### config.mk
export PLATFORM = sky130hd
export DESIGN_NAME = cv5_fifo
export DESIGN_NICKNAME = d
export VERILOG_FILES = /design/src/hw/rtl/conv2d_5x5_bias_relu_defines.svh /design/src/hw/rtl/cv5_pkg.sv /design/src/hw/rtl/cv5_fifo.sv
export SDC_FILE = /design/constraint.sdc
export NUM_CORES = 1
export LEC_CHECK = 0
export BUFFER_PORTS_ARGS = -buffer_cell sky130_fd_sc_hd__buf_4
export CAP_MARGIN = 10
export CORE_ASPECT_RATIO = 1.75
export CORE_UTILIZATION = 35
export DETAILED_ROUTE_END_ITERATION = 8
export PLACE_DENSITY = 0.57
export SYNTH_ARGS = -nofsm -noshare
export SYNTH_HDL_FRONTEND = slang
export SYNTH_SLANG_ARGS = --single-unit
### constraint.sdc
create_clock -name clk -period 1.9 [get_ports clk]
set_input_delay 0.285 -clock clk [delete_from_list [all_inputs] [get_ports clk]]
set_output_delay 0.285 -clock clk [all_outputs]
set_load 0.01 [all_outputs]
### src/hw/rtl/conv2d_5x5_bias_relu_defines.svh
// ----------------------------------------------------------------------------
// Assertion macros for the 5x5 convolution block.
// Every module that uses them has clk and arst_n in scope.
// ----------------------------------------------------------------------------
`ifndef CONV2D_5X5_BIAS_RELU_DEFINES_SVH
`define CONV2D_5X5_BIAS_RELU_DEFINES_SVH

// The consequent must hold in the same cycle as the antecedent.
`define CV5_ASSERT_IMP(name, ante, cons, msg) \
	name: assert property (@(posedge clk) disable iff (!arst_n) (ante) |-> (cons)) \
		else $error(msg);

// The consequent must hold in the cycle after the antecedent.
`define CV5_ASSERT_NXT(name, ante, cons, msg) \
	name: assert property (@(posedge clk) disable iff (!arst_n) (ante) |=> (cons)) \
		else $error(msg);

// The condition must hold on every cycle out of reset.
`define CV5_ASSERT_ALWAYS(name, cond, msg) \
	`CV5_ASSERT_IMP(name, 1'b1, cond, msg)

`endif

### src/hw/rtl/cv5_pkg.sv
`timescale 1ns / 1ps
// ----------------------------------------------------------------------------
// cv5_pkg
// Shared constants and types of the 5x5 convolution block.
// ----------------------------------------------------------------------------
package cv5_pkg;

	localparam int DEF_IMAGE_ROWS = 32;
	localparam int DEF_IMAGE_COLS = 32;

	localparam int KERNEL_SIZE = 5;
	localparam int TAPS        = KERNEL_SIZE * KERNEL_SIZE;
	localparam int SAMPLE_BITS = 16;
	localparam int FRAC_BITS   = 8;
	localparam int FEAT_W      = 15;
	localparam int WIDX_W      = 5;
	localparam int BIAS_W      = 32;
	// Wide enough for any column of the largest supported image.
	localparam int COL_IDX_W   = 10;

	// Accumulator growth: 5 products per row, 25 products plus bias in total.
	localparam int PROD_W = 2 * SAMPLE_BITS;
	localparam int ROW_W  = PROD_W + 2;
	localparam int HALF_W = PROD_W + 3;
	localparam int ACC_W  = PROD_W + 4;

	localparam int CMD_DEPTH = 4;
	localparam int OUT_DEPTH = 8;

	typedef enum logic {
		OP_PIXEL  = 1'b0,
		OP_WEIGHT = 1'b1
	} op_t;

	typedef logic signed [SAMPLE_BITS-1:0] sample_t;

	typedef struct packed {
		op_t                    op;
		logic [SAMPLE_BITS-1:0] data;
		logic [WIDX_W-1:0]      widx;
		logic [COL_IDX_W-1:0]   col;
		logic                   produce;
		logic                   last;
	} cmd_t;

	typedef struct packed {
		logic              last;
		logic [FEAT_W-1:0] feat;
	} res_t;

endpackage

### src/hw/rtl/cv5_fifo.sv
`timescale 1ns / 1ps
// ----------------------------------------------------------------------------
// cv5_fifo
// Small register FIFO used for the command queue and the result queue.
// ----------------------------------------------------------------------------
module cv5_fifo
	import cv5_pkg::*;
#(
	parameter int WIDTH = $bits(cmd_t),
	parameter int DEPTH = CMD_DEPTH
) (
	input  logic             clk,
	input  logic             arst_n,
	input  logic             push,
	input  logic [WIDTH-1:0] wdata,
	output logic             full,
	input  logic             pop,
	output logic [WIDTH-1:0] rdata,
	output logic             empty
);

	localparam int PTR_W = (DEPTH > 1) ? $clog2(DEPTH) : 1;
	localparam int CNT_W = $clog2(DEPTH + 1);

	logic [WIDTH-1:0] mem_q [DEPTH];
	logic [PTR_W-1:0] wr_ptr_q;
	logic [PTR_W-1:0] rd_ptr_q;
	logic [CNT_W-1:0] cnt_q;
	logic             do_push;
	logic             do_pop;

	assign full    = (cnt_q == CNT_W'(DEPTH));
	assign empty   = (cnt_q == '0);
	assign do_push = push && !full;
	assign do_pop  = pop && !empty;
	assign rdata   = mem_q[rd_ptr_q];

	always_ff @(posedge clk) begin
		if (do_push) begin
			mem_q[wr_ptr_q] <= wdata;
		end
	end

	always_ff @(posedge clk or negedge arst_n) begin
		if (!arst_n) begin
			wr_ptr_q <= '0;
			rd_ptr_q <= '0;
			cnt_q    <= '0;
		end else begin
			if (do_push) begin
				wr_ptr_q <= (wr_ptr_q == PTR_W'(DEPTH - 1)) ? '0 : wr_ptr_q + 1'b1;
			end
			if (do_pop) begin
				rd_ptr_q <= (rd_ptr_q == PTR_W'(DEPTH - 1)) ? '0 : rd_ptr_q + 1'b1;
			end
			case ({do_push, do_pop})
				2'b10:   cnt_q <= cnt_q + 1'b1;
				2'b01:   cnt_q <= cnt_q - 1'b1;
				default: cnt_q <= cnt_q;
			endcase
		end
	end

endmodule

==> impl_metrics.env <==
export IMPL_p_leak_nw=2.56
export IMPL_synthTopCellsByArea="edfxtp_1 75%, mux4_2 12%, dfrtp_1 3.2%"
export IMPL_h_tree_depth=4
export IMPL_routed_via_density=4.88
export IMPL_worstMarginPinSlew_ns=0.279
export IMPL_whs_ns=0.0725
export IMPL_fill_cells=1265
export IMPL_cts_sinks=143
export IMPL_overflow=0
export IMPL_cts_buffers=17
export IMPL_ys_seq_area_frac=0.787
export IMPL_io_buffers=73
export IMPL_die_x_um=96.0
export IMPL_clockRootBuffer="clkbuf_16"
export IMPL_final_hold_viol_count=0
export IMPL_yosysTopAreaCell="edfxtp_1"
export IMPL_coreArea_um2=15000
export IMPL_syn_avg_cell_area_um2=24.8
export IMPL_synth_area_um2=5410
export IMPL_required_ns=1.62
export IMPL_rsz0062_at_grt="true"
export IMPL_max_slew_margin=0.814
export IMPL_fmaxAchievable_mhz=488
export IMPL_clk_pin_slew_worst_paths_ns=0.06
export IMPL_maxCapViolations=0
export IMPL_gp_routability_congestion=0.657
export IMPL_num_vias=2553
export IMPL_grt_pass1_wl_um=15600
export IMPL_ios=74
export IMPL_crit_arrival_ns=1.77
export IMPL_dr_pass1_iters=4
export IMPL_fp_row_count=59
export IMPL_yosysWarnings=0
export IMPL_async_reset_ff_frac=0.0490
export IMPL_clk_latency_ns=0.41
export IMPL_grt_total_usage=0.139
export IMPL_period_needed_ns=2.05
export IMPL_vdd_drop_max_uv=824
export IMPL_skew_ns=0.00732
export IMPL_synth_seq_cells=143
export IMPL_period_share=1.08
export IMPL_power_density_nw_per_um2=1660
export IMPL_antenna_found_initial=0
export IMPL_worstPathMaxFanout=6
export IMPL_syn2layout_area_growth_pct=32.3
export IMPL_drc=0
export IMPL_drt_initial_drc_count=143
export IMPL_crit_type="flop to output port"
export IMPL_cts_path_max_buffers=2
export IMPL_syn_inst=218
export IMPL_synth_most_common_cell="edfxtp_1"
export IMPL_cts_tree="yes"
export IMPL_crit_path_end_kind="output port"
export IMPL_grt_pass1_vias=2821
export IMPL_hp_class="primary input to flop"
export IMPL_netlist_area_leader_share=0.755
export IMPL_drive_above_1_share=0.509
export IMPL_layout_cells_non_filler=523
export IMPL_fin_ws_ns=-0.150
export IMPL_slew_viol_final=0
export IMPL_status="finished with violations"
export IMPL_synth_edf_count=136
export IMPL_dieArea_um2=16000
export IMPL_start_util=0.361
export IMPL_synth_cell_types=20
export IMPL_wl_um=9940
export IMPL_synth_ff_type="edfxtp_1"
export IMPL_die_y_um=166
export IMPL_violations="negative setup slack"
export IMPL_antenna_cells=0
export IMPL_avgRoutedWirePerCell_um=19.0
export IMPL_final_setup_tns_ns=-3.74
export IMPL_nets=373
export IMPL_final_antenna_net_count=0
export IMPL_setup_viol=34
export IMPL_crit_path_start_kind="flop"
export IMPL_synthesis_nets=263
export IMPL_dp_cells=481
export IMPL_post_dp_hpwl_um=6270
export IMPL_grt_max_degree=24
export IMPL_synth_common_cells="136 x edfxtp_1, 28 x mux4_2, 7 x dfrtp_1, 7 x inv_1"
-- per-stage QoR --
step	cell area, um2	setup WS [ns]	power [W]	utilization
3_5_place_dp	6320	-0.0516	0.00809	0.422
6_report	7160	-0.150	0.0119	0.478
2_1_floorplan	5420	0.00561	0.00648	-
4_1_cts	7130	-0.178	0.0120	0.476
3_3_place_gp	6320	0.0747	0.00799	0.422
5_1_grt	7160	-0.198	0.0124	0.478
-- placed cells by master, fill, tap and decap left out, types with 2 or more instances in the layout --
master,instances
buf_4,61
clkinv_1,2
mux2_2,4
inv_1,6
dfrtp_1,3
buf_6,25
dfrtp_2,4
mux4_2,30
and2_2,4
clkbuf_1,2
bufinv_16,4
clkinv_2,3
xor2_1,2
mux4_1,4
nor2_1,3
clkbuf_16,17
buf_12,11
ha_1,5
edfxtp_1,136
-- critical path, cell delays in order (launching register included) --
cell and delay [ns]:
dfrtp_2 0.43, buf_12 0.15, buf_12 0.12, mux4_2 0.51, buf_6 0.14
-- power by group --
| part | total, W | switching (W) | leakage (nW) | internal, W |
|---|---|---|---|---|
| Sequential | 0.00444 | 0.000257 | 1.32 | 0.00418 |
| Clock | 0.00337 | 0.00120 | 0.292 | 0.00218 |
| Combinational | 0.00404 | 0.00173 | 0.945 | 0.00231 |
| Total | 0.0119 | 0.00318 | 2.56 | 0.00867 |
-- layout make-up --
class | count | area (um2) | area share
multi-input combinational | 60 | 1050 | 0.147
inverter | 7 | 26.3 | 0.00367
clock buffer | 19 | 433 | 0.0605
sequential | 143 | 4260 | 0.596
tap | 183 | 229 | 0.0320
timing repair buffer | 99 | 985 | 0.138
clock inverter | 12 | 168 | 0.0234
-- layer usage --
layer | part of all wire | global-route usage | up-vias
met3 | 0.041 | 0.0329 | 16
met2 | 0.58 | 0.246 | 60
met4 | 0.024 | 0.0701 | 0
met5 | 0 | 0 | -
li1 | - | - | 1128
met1 | 0.36 | 0.149 | 1349
-- logic make-up (layout without fill, tap and decap cells) --
kind of cell | count (synthesis) | count (layout) | synth area share
flip-flops | 143 | 143 | 0.787
multiplexers | 39 | 39 | 0.156
buffers and inverters | 15 | 137 | 0.0217
AND/OR/NAND/NOR | 11 | 11 | 0.0127
adder cells (fa/ha/maj) | 7 | 7 | 0.0176
XOR/XNOR | 3 | 3 | 0.00486
-- flip-flops by register name (all words and copies together) (netlist names) --
register,count
mem_q,136
cnt_q,3
rd_ptr_q,2
wr_ptr_q,2
-- worst paths after layout --
path                        startpoint           to  slack [ns]  cells after the start
max                        rd_ptr_q[0]    rdata[27]       -0.15                      4
min                           wdata[9]  mem_q[2][9]        0.07                      1
max reg2reg                   cnt_q[0]     cnt_q[2]        0.05                      9
min reg2reg                   cnt_q[2]     cnt_q[2]        0.53                      1
max in group asynchronous       arst_n  rd_ptr_q[1]        1.53                      2
min in group asynchronous       arst_n  wr_ptr_q[0]        0.22                      2
-- what timing repair did --
action,4_1_cts,5_1_grt
pin swaps,3,2
gates resized for setup,29,7
hold buffers,1,0
buffers inserted,8,2
setup endpoints to repair,35,36
endpoints found under the hold margin,7,0
Power figures use the tool's default switching activity.
