<file path="src/hw/rtl/conv2d_5x5_bias_relu_defines.svh">
// ----------------------------------------------------------------------------
// Assertion macros for the 5x5 convolution block.
// Every module that uses them has clk and arst_n in scope.
// ----------------------------------------------------------------------------
`ifndef CONV2D_5X5_BIAS_RELU_DEFINES_SVH
`define CONV2D_5X5_BIAS_RELU_DEFINES_SVH

// The consequent must hold in the same cycle as the antecedent.
`define CV5_ASSERT_IMP(name, ante, cons, msg) \
	name: assert property (@(posedge clk) disable iff (!arst_n) (ante) |-> (cons)) \
		else $error(msg);

// The consequent must hold in the cycle after the antecedent.
`define CV5_ASSERT_NXT(name, ante, cons, msg) \
	name: assert property (@(posedge clk) disable iff (!arst_n) (ante) |=> (cons)) \
		else $error(msg);

// The condition must hold on every cycle out of reset.
`define CV5_ASSERT_ALWAYS(name, cond, msg) \
	`CV5_ASSERT_IMP(name, 1'b1, cond, msg)

`endif

</file>
<file path="src/hw/rtl/cv5_pkg.sv">
`timescale 1ns / 1ps
// ----------------------------------------------------------------------------
// cv5_pkg
// Shared constants and types of the 5x5 convolution block.
// ----------------------------------------------------------------------------
package cv5_pkg;

	localparam int DEF_IMAGE_ROWS = 32;
	localparam int DEF_IMAGE_COLS = 32;

	localparam int KERNEL_SIZE = 5;
	localparam int TAPS        = KERNEL_SIZE * KERNEL_SIZE;
	localparam int SAMPLE_BITS = 16;
	localparam int FRAC_BITS   = 8;
	localparam int FEAT_W      = 15;
	localparam int WIDX_W      = 5;
	localparam int BIAS_W      = 32;
	// Wide enough for any column of the largest supported image.
	localparam int COL_IDX_W   = 10;

	// Accumulator growth: 5 products per row, 25 products plus bias in total.
	localparam int PROD_W = 2 * SAMPLE_BITS;
	localparam int ROW_W  = PROD_W + 2;
	localparam int HALF_W = PROD_W + 3;
	localparam int ACC_W  = PROD_W + 4;

	localparam int CMD_DEPTH = 4;
	localparam int OUT_DEPTH = 8;

	typedef enum logic {
		OP_PIXEL  = 1'b0,
		OP_WEIGHT = 1'b1
	} op_t;

	typedef logic signed [SAMPLE_BITS-1:0] sample_t;

	typedef struct packed {
		op_t                    op;
		logic [SAMPLE_BITS-1:0] data;
		logic [WIDX_W-1:0]      widx;
		logic [COL_IDX_W-1:0]   col;
		logic                   produce;
		logic                   last;
	} cmd_t;

	typedef struct packed {
		logic              last;
		logic [FEAT_W-1:0] feat;
	} res_t;

endpackage

</file>
<file path="src/hw/rtl/cv5_front.sv">
`timescale 1ns / 1ps
// ----------------------------------------------------------------------------
// cv5_front
// Accepts input words, tracks the raster position and tags each sample.
// ----------------------------------------------------------------------------
`include "conv2d_5x5_bias_relu_defines.svh"

module cv5_front
	import cv5_pkg::*;
#(
	parameter int IMAGE_ROWS = DEF_IMAGE_ROWS,
	parameter int IMAGE_COLS = DEF_IMAGE_COLS
) (
	input  logic                          clk,
	input  logic                          arst_n,
	input  logic                          push,
	input  logic                          full,
	input  logic                          operation,
	input  logic signed [SAMPLE_BITS-1:0] pixel_value,
	input  logic [WIDX_W-1:0]             weight_index,
	input  logic signed [SAMPLE_BITS-1:0] weight_value,
	output logic                          cmd_push,
	output cmd_t                          cmd
);

	localparam int ROW_W = $clog2(IMAGE_ROWS);
	localparam int COL_W = $clog2(IMAGE_COLS);

	logic [ROW_W-1:0] row_q;
	logic [COL_W-1:0] col_q;
	logic             accept;
	logic             is_weight;
	logic             idx_ok;
	logic             row_last;
	logic             col_last;

	assign accept    = push && !full;
	assign is_weight = (op_t'(operation) == OP_WEIGHT);
	assign idx_ok    = (weight_index < WIDX_W'(TAPS));
	assign row_last  = (row_q == ROW_W'(IMAGE_ROWS - 1));
	assign col_last  = (col_q == COL_W'(IMAGE_COLS - 1));

	// Weight loads to a position outside the kernel are dropped here.
	assign cmd_push = accept && (!is_weight || idx_ok);

	always_comb begin
		cmd.op      = op_t'(operation);
		cmd.data    = is_weight ? weight_value : pixel_value;
		cmd.widx    = weight_index;
		cmd.col     = COL_IDX_W'(col_q);
		cmd.produce = !is_weight && (row_q >= ROW_W'(KERNEL_SIZE - 1))
			&& (col_q >= COL_W'(KERNEL_SIZE - 1));
		cmd.last    = !is_weight && row_last && col_last;
	end

	always_ff @(posedge clk or negedge arst_n) begin
		if (!arst_n) begin
			row_q <= '0;
			col_q <= '0;
		end else if (accept && !is_weight) begin
			if (col_last) begin
				col_q <= '0;
				row_q <= row_last ? '0 : row_q + 1'b1;
			end else begin
				col_q <= col_q + 1'b1;
			end
		end
	end

	`CV5_ASSERT_ALWAYS(a_pos_range, (row_q <= ROW_W'(IMAGE_ROWS - 1)) && (col_q <= COL_W'(IMAGE_COLS - 1)), "raster position out of range")
	`CV5_ASSERT_NXT(a_col_wrap, accept && !is_weight && col_last, col_q == '0, "column did not wrap")
	`CV5_ASSERT_IMP(a_last_produces, cmd_push && cmd.last, cmd.produce, "frame end without window")

endmodule

</file>
<file path="config.mk">
export PLATFORM = sky130hd
export DESIGN_NAME = cv5_front
export DESIGN_NICKNAME = d
export VERILOG_FILES = /design/src/hw/rtl/cv5_pkg.sv /design/src/hw/rtl/cv5_front.sv
export VERILOG_INCLUDE_DIRS = /design/src /design/src/hw/rtl
export SDC_FILE = /design/constraint.sdc
export NUM_CORES = 1
export LEC_CHECK = 0
export BUFFER_PORTS_ARGS = -buffer_cell sky130_fd_sc_hd__clkbuf_2
export CAP_MARGIN = 20
export CORE_MARGIN = 4
export CORE_UTILIZATION = 26
export CTS_CLUSTER_SIZE = 16
export DETAILED_ROUTE_END_ITERATION = 6
export RECOVER_POWER = 100
export SYNTH_ARGS = -nofsm -noshare
export SYNTH_HDL_FRONTEND = slang
export SYNTH_SLANG_ARGS = --single-unit
export TNS_END_PERCENT = 100
</file>
<file path="constraint.sdc">
create_clock -name clk -period 1.97 [get_ports clk]
set_input_delay 0.0985 -clock clk [delete_from_list [all_inputs] [get_ports clk]]
set_output_delay 0.0985 -clock clk [all_outputs]
set_load 0.01 [all_outputs]
</file>
==> results of run 1 <==
[worst reg2reg max path: stages, from the launching register on]
cell and delay [ns]:
dfrtp_1 0.41, ha_1 0.21, and3_1 0.17, ha_1 0.16, nand4bb_1 0.30, nor4b_1 0.36, a211o_1 0.13
[cell usage after synthesis (all sizes together), types with 2 or more instances]
cell type	n
mux2	20
buf	13
dfrtp	10
ha	6
nor3	6
inv	4
nand3	3
a21o	2
a22oi	2
and3	2
clkbuf	2
nor2	2
nor2b	2
nor3b	2
o41ai	2
[layout make-up]
cell class,instances,area (sq um),area share (%)
multi-input cells,62,524,42.8
repair buffers,75,344,28.1
flip-flops and latches,10,250,20.4
well taps,44,55.1,4.49
clock buffers,4,36.3,2.96
inverters,4,15.0,1.23
[through the flow]
| step | utilization (%) | instance area, sq um | std cells |
|---|---|---|---|
| after global routing | 39.2 | 1220 | 199 |
| after global placement | 39.1 | 1220 | 194 |
| final | 39.2 | 1220 | 199 |
| after CTS | 40.6 | 1270 | 199 |
| after detailed placement | 39.1 | 1220 | 194 |
| after floorplan | - | 890 | 91 |
[kinds of logic (layout without fill, tap and decap cells)]
logic type	count (synthesis)	in the layout	synth area share (%)
simple gates	23	23	16.5
mux	20	20	25.8
buf+inv	19	83	13.2
flops	10	10	28.6
compound gates	8	8	7.01
fa+ha+maj	6	6	8.58
other cells	1	5	0.429
[flip-flops by register name, summed over array words and instances (netlist names)]
| register | count |
|---|---|
| col_q | 5 |
| row_q | 5 |
[layout by cell type, fill, tap and decap left out]
cell	n
and3b_1	1
or3b_1	1
clkbuf_4	3
a21o_1	2
and3_1	2
conb_1	5
inv_1	4
nor3b_1	2
o21ai_0	1
a22oi_1	2
nor2_1	2
ha_1	6
o41ai_1	2
nand3_1	3
buf_4	1
clkbuf_2	42
or4b_1	1
mux2_2	20
clkbuf_1	31
nand2_1	1
nor4b_1	1
nand4bb_1	1
nor2b_1	2
clkbuf_8	1
a211o_1	1
dlygate4sd3_1	1
dfrtp_1	10
nor3_1	6
[path summary, 6_finish.rpt]
path / to / cells past startpoint / slack, ns
max in group asynchronous: col_q[1] / 2 / 1.25
setup reg to reg: row_q[2] / 6 / 0.17
hold reg to reg: row_q[3] / 1 / 0.53
setup / recovery: cmd[0] / 6 / 0.13
hold / removal: row_q[2] / 2 / 0.34
min in group clk: col_q[3] / 3 / 0.35
[layer usage]
layer	wire length (um)	vias up	track usage [%]
met2	1140	63	20.9
met3	311	2	4.59
met4	12	0	2.28
met5	0	-	0
met1	946	369	13.3
li1	-	436	-
[power breakdown]
group	leakage (nW)	internal, mW	switching [mW]
Clock	0.0210	0.112	0.0708
Combinational	0.479	0.127	0.135
Sequential	0.129	0.239	0.0412
Total	0.628	0.478	0.247
[what timing repair did]
item                                   CTS  global route
endpoints found under the hold margin   10             0
setup buffers                            0             0
hold buffers                             1             0
==> results.py, run 1 <==
metrics = {
    "status": {
        "status": "finished clean",
    },
    "worst_hold_path": {
        "hold_path_class": "input port to asynchronous set/reset pin",
    },
    "timing": {
        "max_clock_freq_mhz": 544,
        "skew_ns": 0.00233,
        "setup_viol": 0,
        "finalMaxSlewViolations": 0,
        "finalHoldViolCount": 0,
        "post-route-min-period_ns": 1.84,
        "slew_headroom_pct": 45.1,
        "worstMarginPinSlew_ns": 0.823,
        "hold_ws_ns": 0.344,
        "fin_crit_sh_pct": 93.2,
        "tns_ns": 0,
        "worst_slack_ns": 0.133,
        "rsz0062_at_grt": "no",
    },
    "pwr": {
        "irDropWorstVdd_mv": 0.173,
        "power_density_nw_per_um2": 592,
        "p_leak_nw": 0.628,
        "power_mw": 0.725,
    },
    "floorplan": {
        "die_x_um": 66,
        "initial_core_util_pct": 28.0,
        "die_h_um": 66,
        "io_pins": 77,
        "core-area_sq_um": 3130,
        "num_rows": 20,
        "die_area_sq_um": 4360,
    },
    "synthesis": {
        "yosys.area.top_type_share_pct": 28.6,
        "yosys_warnings": 0,
        "syn_inst": 87,
        "synthDistinctLibCells": 25,
        "syn-cell-area_sq_um": 875,
        "ys_seq_area_share_pct": 28.6,
        "synth_seq_cells": 10,
        "synth_ff_type": "dfrtp_1",
        "synth_top_cell_by_area": "dfrtp_1",
        "synth_area_per_cell_sq_um": 10.1,
        "synth_area_leaders": "dfrtp_1 29%, mux2_2 26%, buf_4 9.4%",
        "async_flop_share_pct": 100,
        "synth_edf_count": 0,
    },
    "clocking": {
        "tritoncts": "done",
        "numClockSinks": 10,
        "cts-root-buf": "clkbuf_4",
        "cts_resized": 0,
        "htree_levels": 1,
        "clockBufferDepth": 2,
        "clk_latency_ns": 0.26,
        "numCtsBuffers": 3,
        "clk_pin_slew_worst_paths_ns": 0.07,
    },
    "worst_setup_path": {
        "crit_arrival_ns": 1.74,
        "cp.required_ns": 1.87,
        "crit_top_cell": "ha_1",
        "setup.worst_path.end_class": "output port",
        "crit_start": "col_q[1]",
        "slowest_delay_ns": 0.42,
        "cp_num_buf_inv": 2,
        "cp_top_family": "adder cells",
        "startpoint_type": "flip-flop",
        "crit_type": "flip-flop to output port",
        "worstPathMaxFanout": 6,
        "r2r-start": "col_q[1]",
        "path_cells": "ha_1 -> and3_1 -> ha_1 -> buf_4 -> and3b_1 -> clkbuf_1",
        "slowest_stage": "dfrtp_1",
    },
    "drt": {
        "viasPerCell": 4.37,
        "wl_mm": 2.41,
        "antenna_violating_nets_post_route": 0,
        "drt_iter0_drc": 18,
        "drt_first_pass_iters": 4,
        "vias": 870,
        "routedWlPerCell_um": 12.1,
        "drc": 0,
    },
    "finish": {
        "fin_nets": 204,
        "area_delta_synth_final_pct": 40.1,
        "diodes": 0,
        "layout-drive-gt1-share_pct": 43.2,
        "n_fill_cell": 337,
    },
    "global_route": {
        "grt_pass1_vias": 954,
        "grt-ovfl-total": 0,
        "track_usage_pct": 11.8,
        "grt_first_pass_wirelength_mm": 4.00,
        "antenna_found_initial": 0,
        "grt_max_degree": 19,
    },
    "placement": {
        "place_congestion": 0.858,
        "hpwlAfterDp_mm": 2.11,
        "port_buffers": 71,
        "dp_slack_ns": 0.165,
    },
    "job": {
        "cap_violations": 0,
    },
}
Note: power is estimated with default switching activity, not from simulation.
==> run 2, diff against run 1 <==
==> constraint.sdc (replaced) <==
create_clock -name clk -period 1.97 [get_ports clk]
set_input_delay 0.2955 -clock clk [delete_from_list [all_inputs] [get_ports clk]]
set_output_delay 0.2955 -clock clk [all_outputs]
set_load 0.01 [all_outputs]
==> run 2 against run 1 <==
Critical path depth shrank 1. Largest cell class unchanged. Wire length grew 3.5%. Sequential power is essentially flat. Non-clock buffer count grew 1. Combinational power grew 7.7%. Clock power grew 7%. First-iteration DRC count shrank 17%. Cell count grew 0.50%. Die area is the same.
==> results.py, run 2 (synthesis results as in run 1) <==
metrics = {
    "placement": {
        "place_congestion": 0.849,
        "port_buffers": 71,
        "hpwlAfterDp_mm": 2.14,
        "dp_slack_ns": 0.137,
    },
    "drt": {
        "drt_first_pass_iters": 5,
        "viasPerCell": 4.50,
        "wl_mm": 2.50,
        "drc": 0,
        "vias": 899,
        "routedWlPerCell_um": 12.5,
        "antenna_violating_nets_post_route": 0,
        "drt_iter0_drc": 15,
    },
    "worst_hold_path": {
        "worstHoldPathCells": 3,
        "hold_end": "col_q[3]",
        "hold_path_class": "input port to flip-flop",
        "min_from": "full",
    },
    "floorplan": {
        "core-area_sq_um": 3130,
        "die_h_um": 66,
        "die_area_sq_um": 4360,
        "die_x_um": 66,
        "io_pins": 77,
        "initial_core_util_pct": 28.0,
        "num_rows": 20,
    },
    "worst_setup_path": {
        "startpoint_type": "flip-flop",
        "r2r-start": "col_q[0]",
        "path_cells": "ha_2 -> and3_1 -> ha_4 -> and3b_1 -> buf_2",
        "cp.required_ns": 1.67,
        "slowest_delay_ns": 0.42,
        "crit_arrival_ns": 1.61,
        "worstReg2RegEnd": "row_q[2]",
        "crit_type": "flip-flop to output port",
        "setup.worst_path.end_class": "output port",
        "slowest_stage": "dfrtp_1",
        "reg2regPathDepth": 6,
        "worstPathMaxFanout": 6,
        "rrSetupSlack_ns": 0.18,
    },
    "pwr": {
        "p_sw_mw": 0.264,
        "p_int_mw": 0.490,
        "seqPwrFrac_pct": 36.7,
        "power_density_nw_per_um2": 592,
        "pwr-share-comb_pct": 37.3,
        "power.share.switching_pct": 35.0,
        "clock_power_share_pct": 25.9,
        "power_mw": 0.754,
        "irDropWorstVdd_mv": 0.205,
        "p_leak_nw": 0.626,
    },
    "finish": {
        "final_common_cell": "clkbuf_2",
        "multiInputGateArea_sq_um": 559,
        "reg.largest.list": "col_q: 5 flops, row_q: 5 flops",
        "register_area_sq_um": 250,
        "diodes": 0,
        "fin_nets": 205,
        "utilization_pct": 40.7,
        "area_delta_synth_final_pct": 45.5,
        "final_cell_mix": "42 x clkbuf_2, 30 x clkbuf_1, 20 x mux2_2",
        "layout-drive-gt1-share_pct": 47.4,
        "n_fill_cell": 332,
    },
    "timing": {
        "skew_ns": 0.00368,
        "fin_crit_sh_pct": 96.9,
        "setup_viol": 0,
        "finalHoldViolCount": 0,
        "max_clock_freq_mhz": 524,
        "worst_slack_ns": 0.0615,
        "post-route-min-period_ns": 1.91,
        "slew_headroom_pct": 61.4,
        "tns_ns": 0,
        "finalMaxSlewViolations": 0,
        "worstMarginPinSlew_ns": 0.580,
    },
    "clocking": {
        "htree_levels": 1,
        "clk_latency_ns": 0.28,
        "numClockSinks": 10,
        "tritoncts": "done",
        "clockBufferDepth": 2,
        "cts-root-buf": "clkbuf_4",
        "numCtsBuffers": 3,
        "clk_pin_slew_worst_paths_ns": 0.07,
    },
    "global_route": {
        "track_usage_pct": 12.2,
        "grt_max_degree": 19,
        "grt-ovfl-total": 0,
        "grt_first_pass_wirelength_mm": 4.08,
        "grt_pass1_vias": 939,
        "antenna_found_initial": 0,
    },
    "job": {
        "cap_violations": 0,
    },
    "status": {
        "status": "finished clean",
    },
}
-- run 2: through the flow --
stage / std cells / hold WS (ns) / area (sq um)
detailed placement: 194 / 0.180 / 1220
CTS: 200 / 0.425 / 1280
finish: 200 / 0.519 / 1270
global placement: 194 / 0.181 / 1220
floorplan: 91 / -0.0000911 / 890
global route: 200 / 0.561 / 1270
-- run 2: critical path: cells and delay by family (launching register included) --
family                   cells  cell delay (ns)
adder cells (fa/ha/maj)      2             0.39
AND/OR/NAND/NOR              2             0.38
flip-flops                   1             0.42
buffers and inverters        1             0.13
-- run 2: worst max-delay path by stage --
stage                        start  endpoint  slack [ns]  depth (start not counted)
after CTS                 col_q[1]    cmd[0]        0.01                          6
after detailed placement  col_q[1]  row_q[3]        0.14                          5
after global placement    col_q[1]  row_q[4]        0.22                          5
after floorplan           col_q[0]  row_q[1]        0.07                          6
final                     row_q[0]    cmd[0]        0.06                          5
after global routing      row_q[0]    cmd[0]      -0.001                          5
-- run 2: metal layers --
| layer | part of all wire (%) | wire (um) | up-vias | global-route usage (%) |
|---|---|---|---|---|
| li1 | - | - | 434 | - |
| met1 | 39 | 977 | 396 | 14.0 |
| met2 | 45 | 1140 | 64 | 21.0 |
| met3 | 14 | 338 | 5 | 3.57 |
| met4 | 1.8 | 44 | 0 | 5.33 |
| met5 | 0 | 0 | - | 0 |
-- run 2: timing repair --
action,CTS,global route
hold buffers,1,0
pin swaps,1,1
gates resized for setup,3,6
endpoints found under the setup margin,1,1
buffers inserted,1,0
hold endpoints to repair,10,0
-- run 2: area by class of cell --
class | count | area share, %
multi-input combinational | 62 | 44.0
timing repair buffer | 76 | 28.0
sequential | 10 | 19.7
tap | 44 | 4.33
clock buffer | 4 | 2.85
inverter | 4 | 1.18
-- run 2: power groups by stage --
stage               registers [mW]  logic (mW)  clock network (mW)
detailed placement           0.284       0.280                   0
global placement             0.280       0.280                   0
global route                 0.283       0.321               0.210
finish                       0.277       0.281               0.196
CTS                          0.273       0.308               0.203
floorplan                    0.294       0.143                   0
==> run 3, diff against run 2 <==
Settings changed: ABC_AREA set to 1.
==> run 3 against run 2 <==
Non-clock buffer count down 3. Flip-flop and latch count is the same. Die area is 3.5% higher. Clock power decreased by 4%. Global-route usage down 1.7 points. Synthesized area is 4.0% higher. Fmax up 4.4%. Clock skew shrank 0.0028 ns. Core utilization down 4.4 points. Worst setup slack better by 0.080 ns. Synthesized cell count is 57% higher. Critical endpoint unchanged.
==> results.py, run 3 <==
metrics = {
    "finish": {
        "area_delta_synth_final_pct": 34.0,
        "register_area_sq_um": 250,
        "reg.largest.list": "col_q: 5 flops, row_q: 5 flops",
        "fin_nets": 253,
        "n_fill_cell": 390,
        "final_common_cell": "nand2_1",
        "fin_cells": 250,
        "layout-drive-gt1-share_pct": 27.0,
        "utilization_pct": 36.2,
        "multiInputGateArea_sq_um": 489,
        "diodes": 0,
        "final_cell_mix": "64 x nand2_1, 45 x clkbuf_2, 27 x clkbuf_1",
        "finalInstanceArea_sq_um": 1220,
    },
    "clocking": {
        "clockBufferDepth": 2,
        "numClockSinks": 10,
        "numCtsBuffers": 3,
        "htree_levels": 1,
        "clk_latency_ns": 0.27,
        "clk_pin_slew_worst_paths_ns": 0.07,
        "cts_setup_buffers": 0,
        "tritoncts": "done",
        "cts-root-buf": "clkbuf_4",
    },
    "worst_setup_path": {
        "path_cells": "ha_1 -> nand2_1 -> nor2_1 -> ha_1 -> inv_1 -> nor3_1 -> clkbuf_2",
        "rrSetupSlack_ns": 0.27,
        "crit_top_cell": "ha_1",
        "cp.required_ns": 1.67,
        "crit_arrival_ns": 1.53,
        "startpoint_type": "flip-flop",
        "slowest_stage": "dfrtp_1",
        "crit_type": "flip-flop to output port",
        "cp_num_buf_inv": 2,
        "slowest_delay_ns": 0.39,
        "cp_top_family": "flip-flops",
        "worstPathMaxFanout": 4,
        "setup.worst_path.end_class": "output port",
    },
    "drt": {
        "drc": 0,
        "drt_first_pass_iters": 4,
        "antenna_violating_nets_post_route": 0,
        "routedWlPerCell_um": 10.1,
        "vias": 1041,
        "drt_iter0_drc": 24,
        "viasPerCell": 4.16,
        "wl_mm": 2.53,
    },
    "floorplan": {
        "core-area_sq_um": 3360,
        "die_area_sq_um": 4510,
        "num_rows": 21,
        "die_x_um": 67.2,
        "io_pins": 77,
        "initial_core_util_pct": 27.0,
        "die_h_um": 67.2,
    },
    "synthesis": {
        "synth_seq_cells": 10,
        "yosys_warnings": 0,
        "synthDistinctLibCells": 22,
        "synth_top_cell_by_area": "dfrtp_1",
        "synth_area_leaders": "dfrtp_1 28%, nand2_1 26%, buf_4 11%",
        "synth_ff_type": "dfrtp_1",
        "synth_area_per_cell_sq_um": 6.64,
        "synth_edf_count": 0,
        "synth_most_common_cell": "nand2_1",
        "ys_seq_area_share_pct": 27.5,
        "syn_inst": 137,
        "async_flop_share_pct": 100,
        "syn-cell-area_sq_um": 910,
        "synth_common_cells": "64 x nand2_1, 13 x buf_4, 10 x dfrtp_1",
        "yosys.area.top_type_share_pct": 27.5,
    },
    "pwr": {
        "irDropWorstVdd_mv": 0.356,
        "power_mw": 0.811,
        "p_leak_nw": 0.716,
        "power_density_nw_per_um2": 665,
    },
    "global_route": {
        "grt_max_degree": 18,
        "grt-ovfl-total": 0,
        "grt_pass1_vias": 866,
        "antenna_found_initial": 0,
        "grt_first_pass_wirelength_mm": 3.59,
        "track_usage_pct": 10.5,
    },
    "timing": {
        "skew_ns": 0.000914,
        "worstMarginPinSlew_ns": 0.575,
        "setup_viol": 0,
        "slew_headroom_pct": 61.4,
        "hold_ws_ns": 0.462,
        "fin_crit_sh_pct": 92.8,
        "rsz0062_at_grt": "no",
        "tns_ns": 0,
        "worst_slack_ns": 0.142,
        "max_clock_freq_mhz": 547,
        "finalMaxSlewViolations": 0,
        "finalHoldViolCount": 0,
        "post-route-min-period_ns": 1.83,
    },
    "placement": {
        "dp_slack_ns": 0.325,
        "port_buffers": 71,
        "place_congestion": 0.777,
        "hpwlAfterDp_mm": 2.09,
        "place_inst": 245,
        "placed_cell_area_sq_um": 1240,
    },
    "worst_hold_path": {
        "hold_path_class": "input port to flip-flop",
    },
    "job": {
        "cap_violations": 0,
    },
    "status": {
        "status": "finished clean",
    },
}
-- run 3: cell count changes in the layout (fill, tap and decap cells not counted), moves of 3 or more --
cell / before / now
mux2_2: 20 / 0
clkbuf_1: 30 / 27
nand3_1: 3 / 8
inv_1: 4 / 8
o21ai_0: 1 / 5
clkbuf_2: 42 / 45
nand2_1: 1 / 64
ha_1: 2 / 6
-- run 3: power by group --
part           total, mW  leakage, nW  internal, mW  switching, mW
clock              0.189       0.0210         0.112         0.0767
combinational      0.310        0.574         0.127          0.183
sequential         0.312        0.121         0.256         0.0555
total              0.811        0.716         0.495          0.315
-- run 3: final timing paths --
kind | cells after the start | from | end
max | 7 | row_q[0] | cmd[0]
min | 4 | push | col_q[4]
max reg2reg | 8 | col_q[0] | row_q[2]
min reg2reg | 2 | row_q[4] | row_q[4]
max in group asynchronous | 2 | arst_n | col_q[3]
min in group asynchronous | 2 | arst_n | row_q[1]
-- run 3: layout make-up --
type                    instances  share of cell area (%)
inverters                      12                    4.00
flip-flops and latches         10                    20.5
repair buffers                 73                    27.6
multi-input cells             105                    40.1
clock buffers                   4                    2.98
well taps                      46                    4.72
-- run 3: logic make-up (layout without fill, tap and decap cells) --
group,after synthesis,in the layout,share of synthesized area (%)
other,1,5,0.412
AOI/OAI and AO/OA,8,8,5.36
adders and majority gates,6,6,8.25
and+or+nand+nor,86,86,41.7
buffers and inverters,26,89,16.8
DFF,10,10,27.5
-- run 3: what timing repair did --
action                                 4_1_cts  5_1_grt
endpoints found under the hold margin       10        0
resized for setup                            0        1
hold buffers                                 1        0
setup endpoints to repair                    0        1
-- run 3: metal layers --
layer	routed length, um	share of wire [%]	GRT usage, %
met5	0	0	0
met4	42	1.7	5.32
met3	358	14	3.00
met2	1140	45	19.0
met1	991	39	11.0
-- run 3: worst reg2reg max path, stage by stage (launching register included) --
cell and delay, ns:
dfrtp_1 0.38, ha_1 0.20, and3_1 0.16, ha_1 0.15
inv_2 0.05, nor2_1 0.42, inv_4 0.09, nand2_1 0.07
o21ai_0 0.07
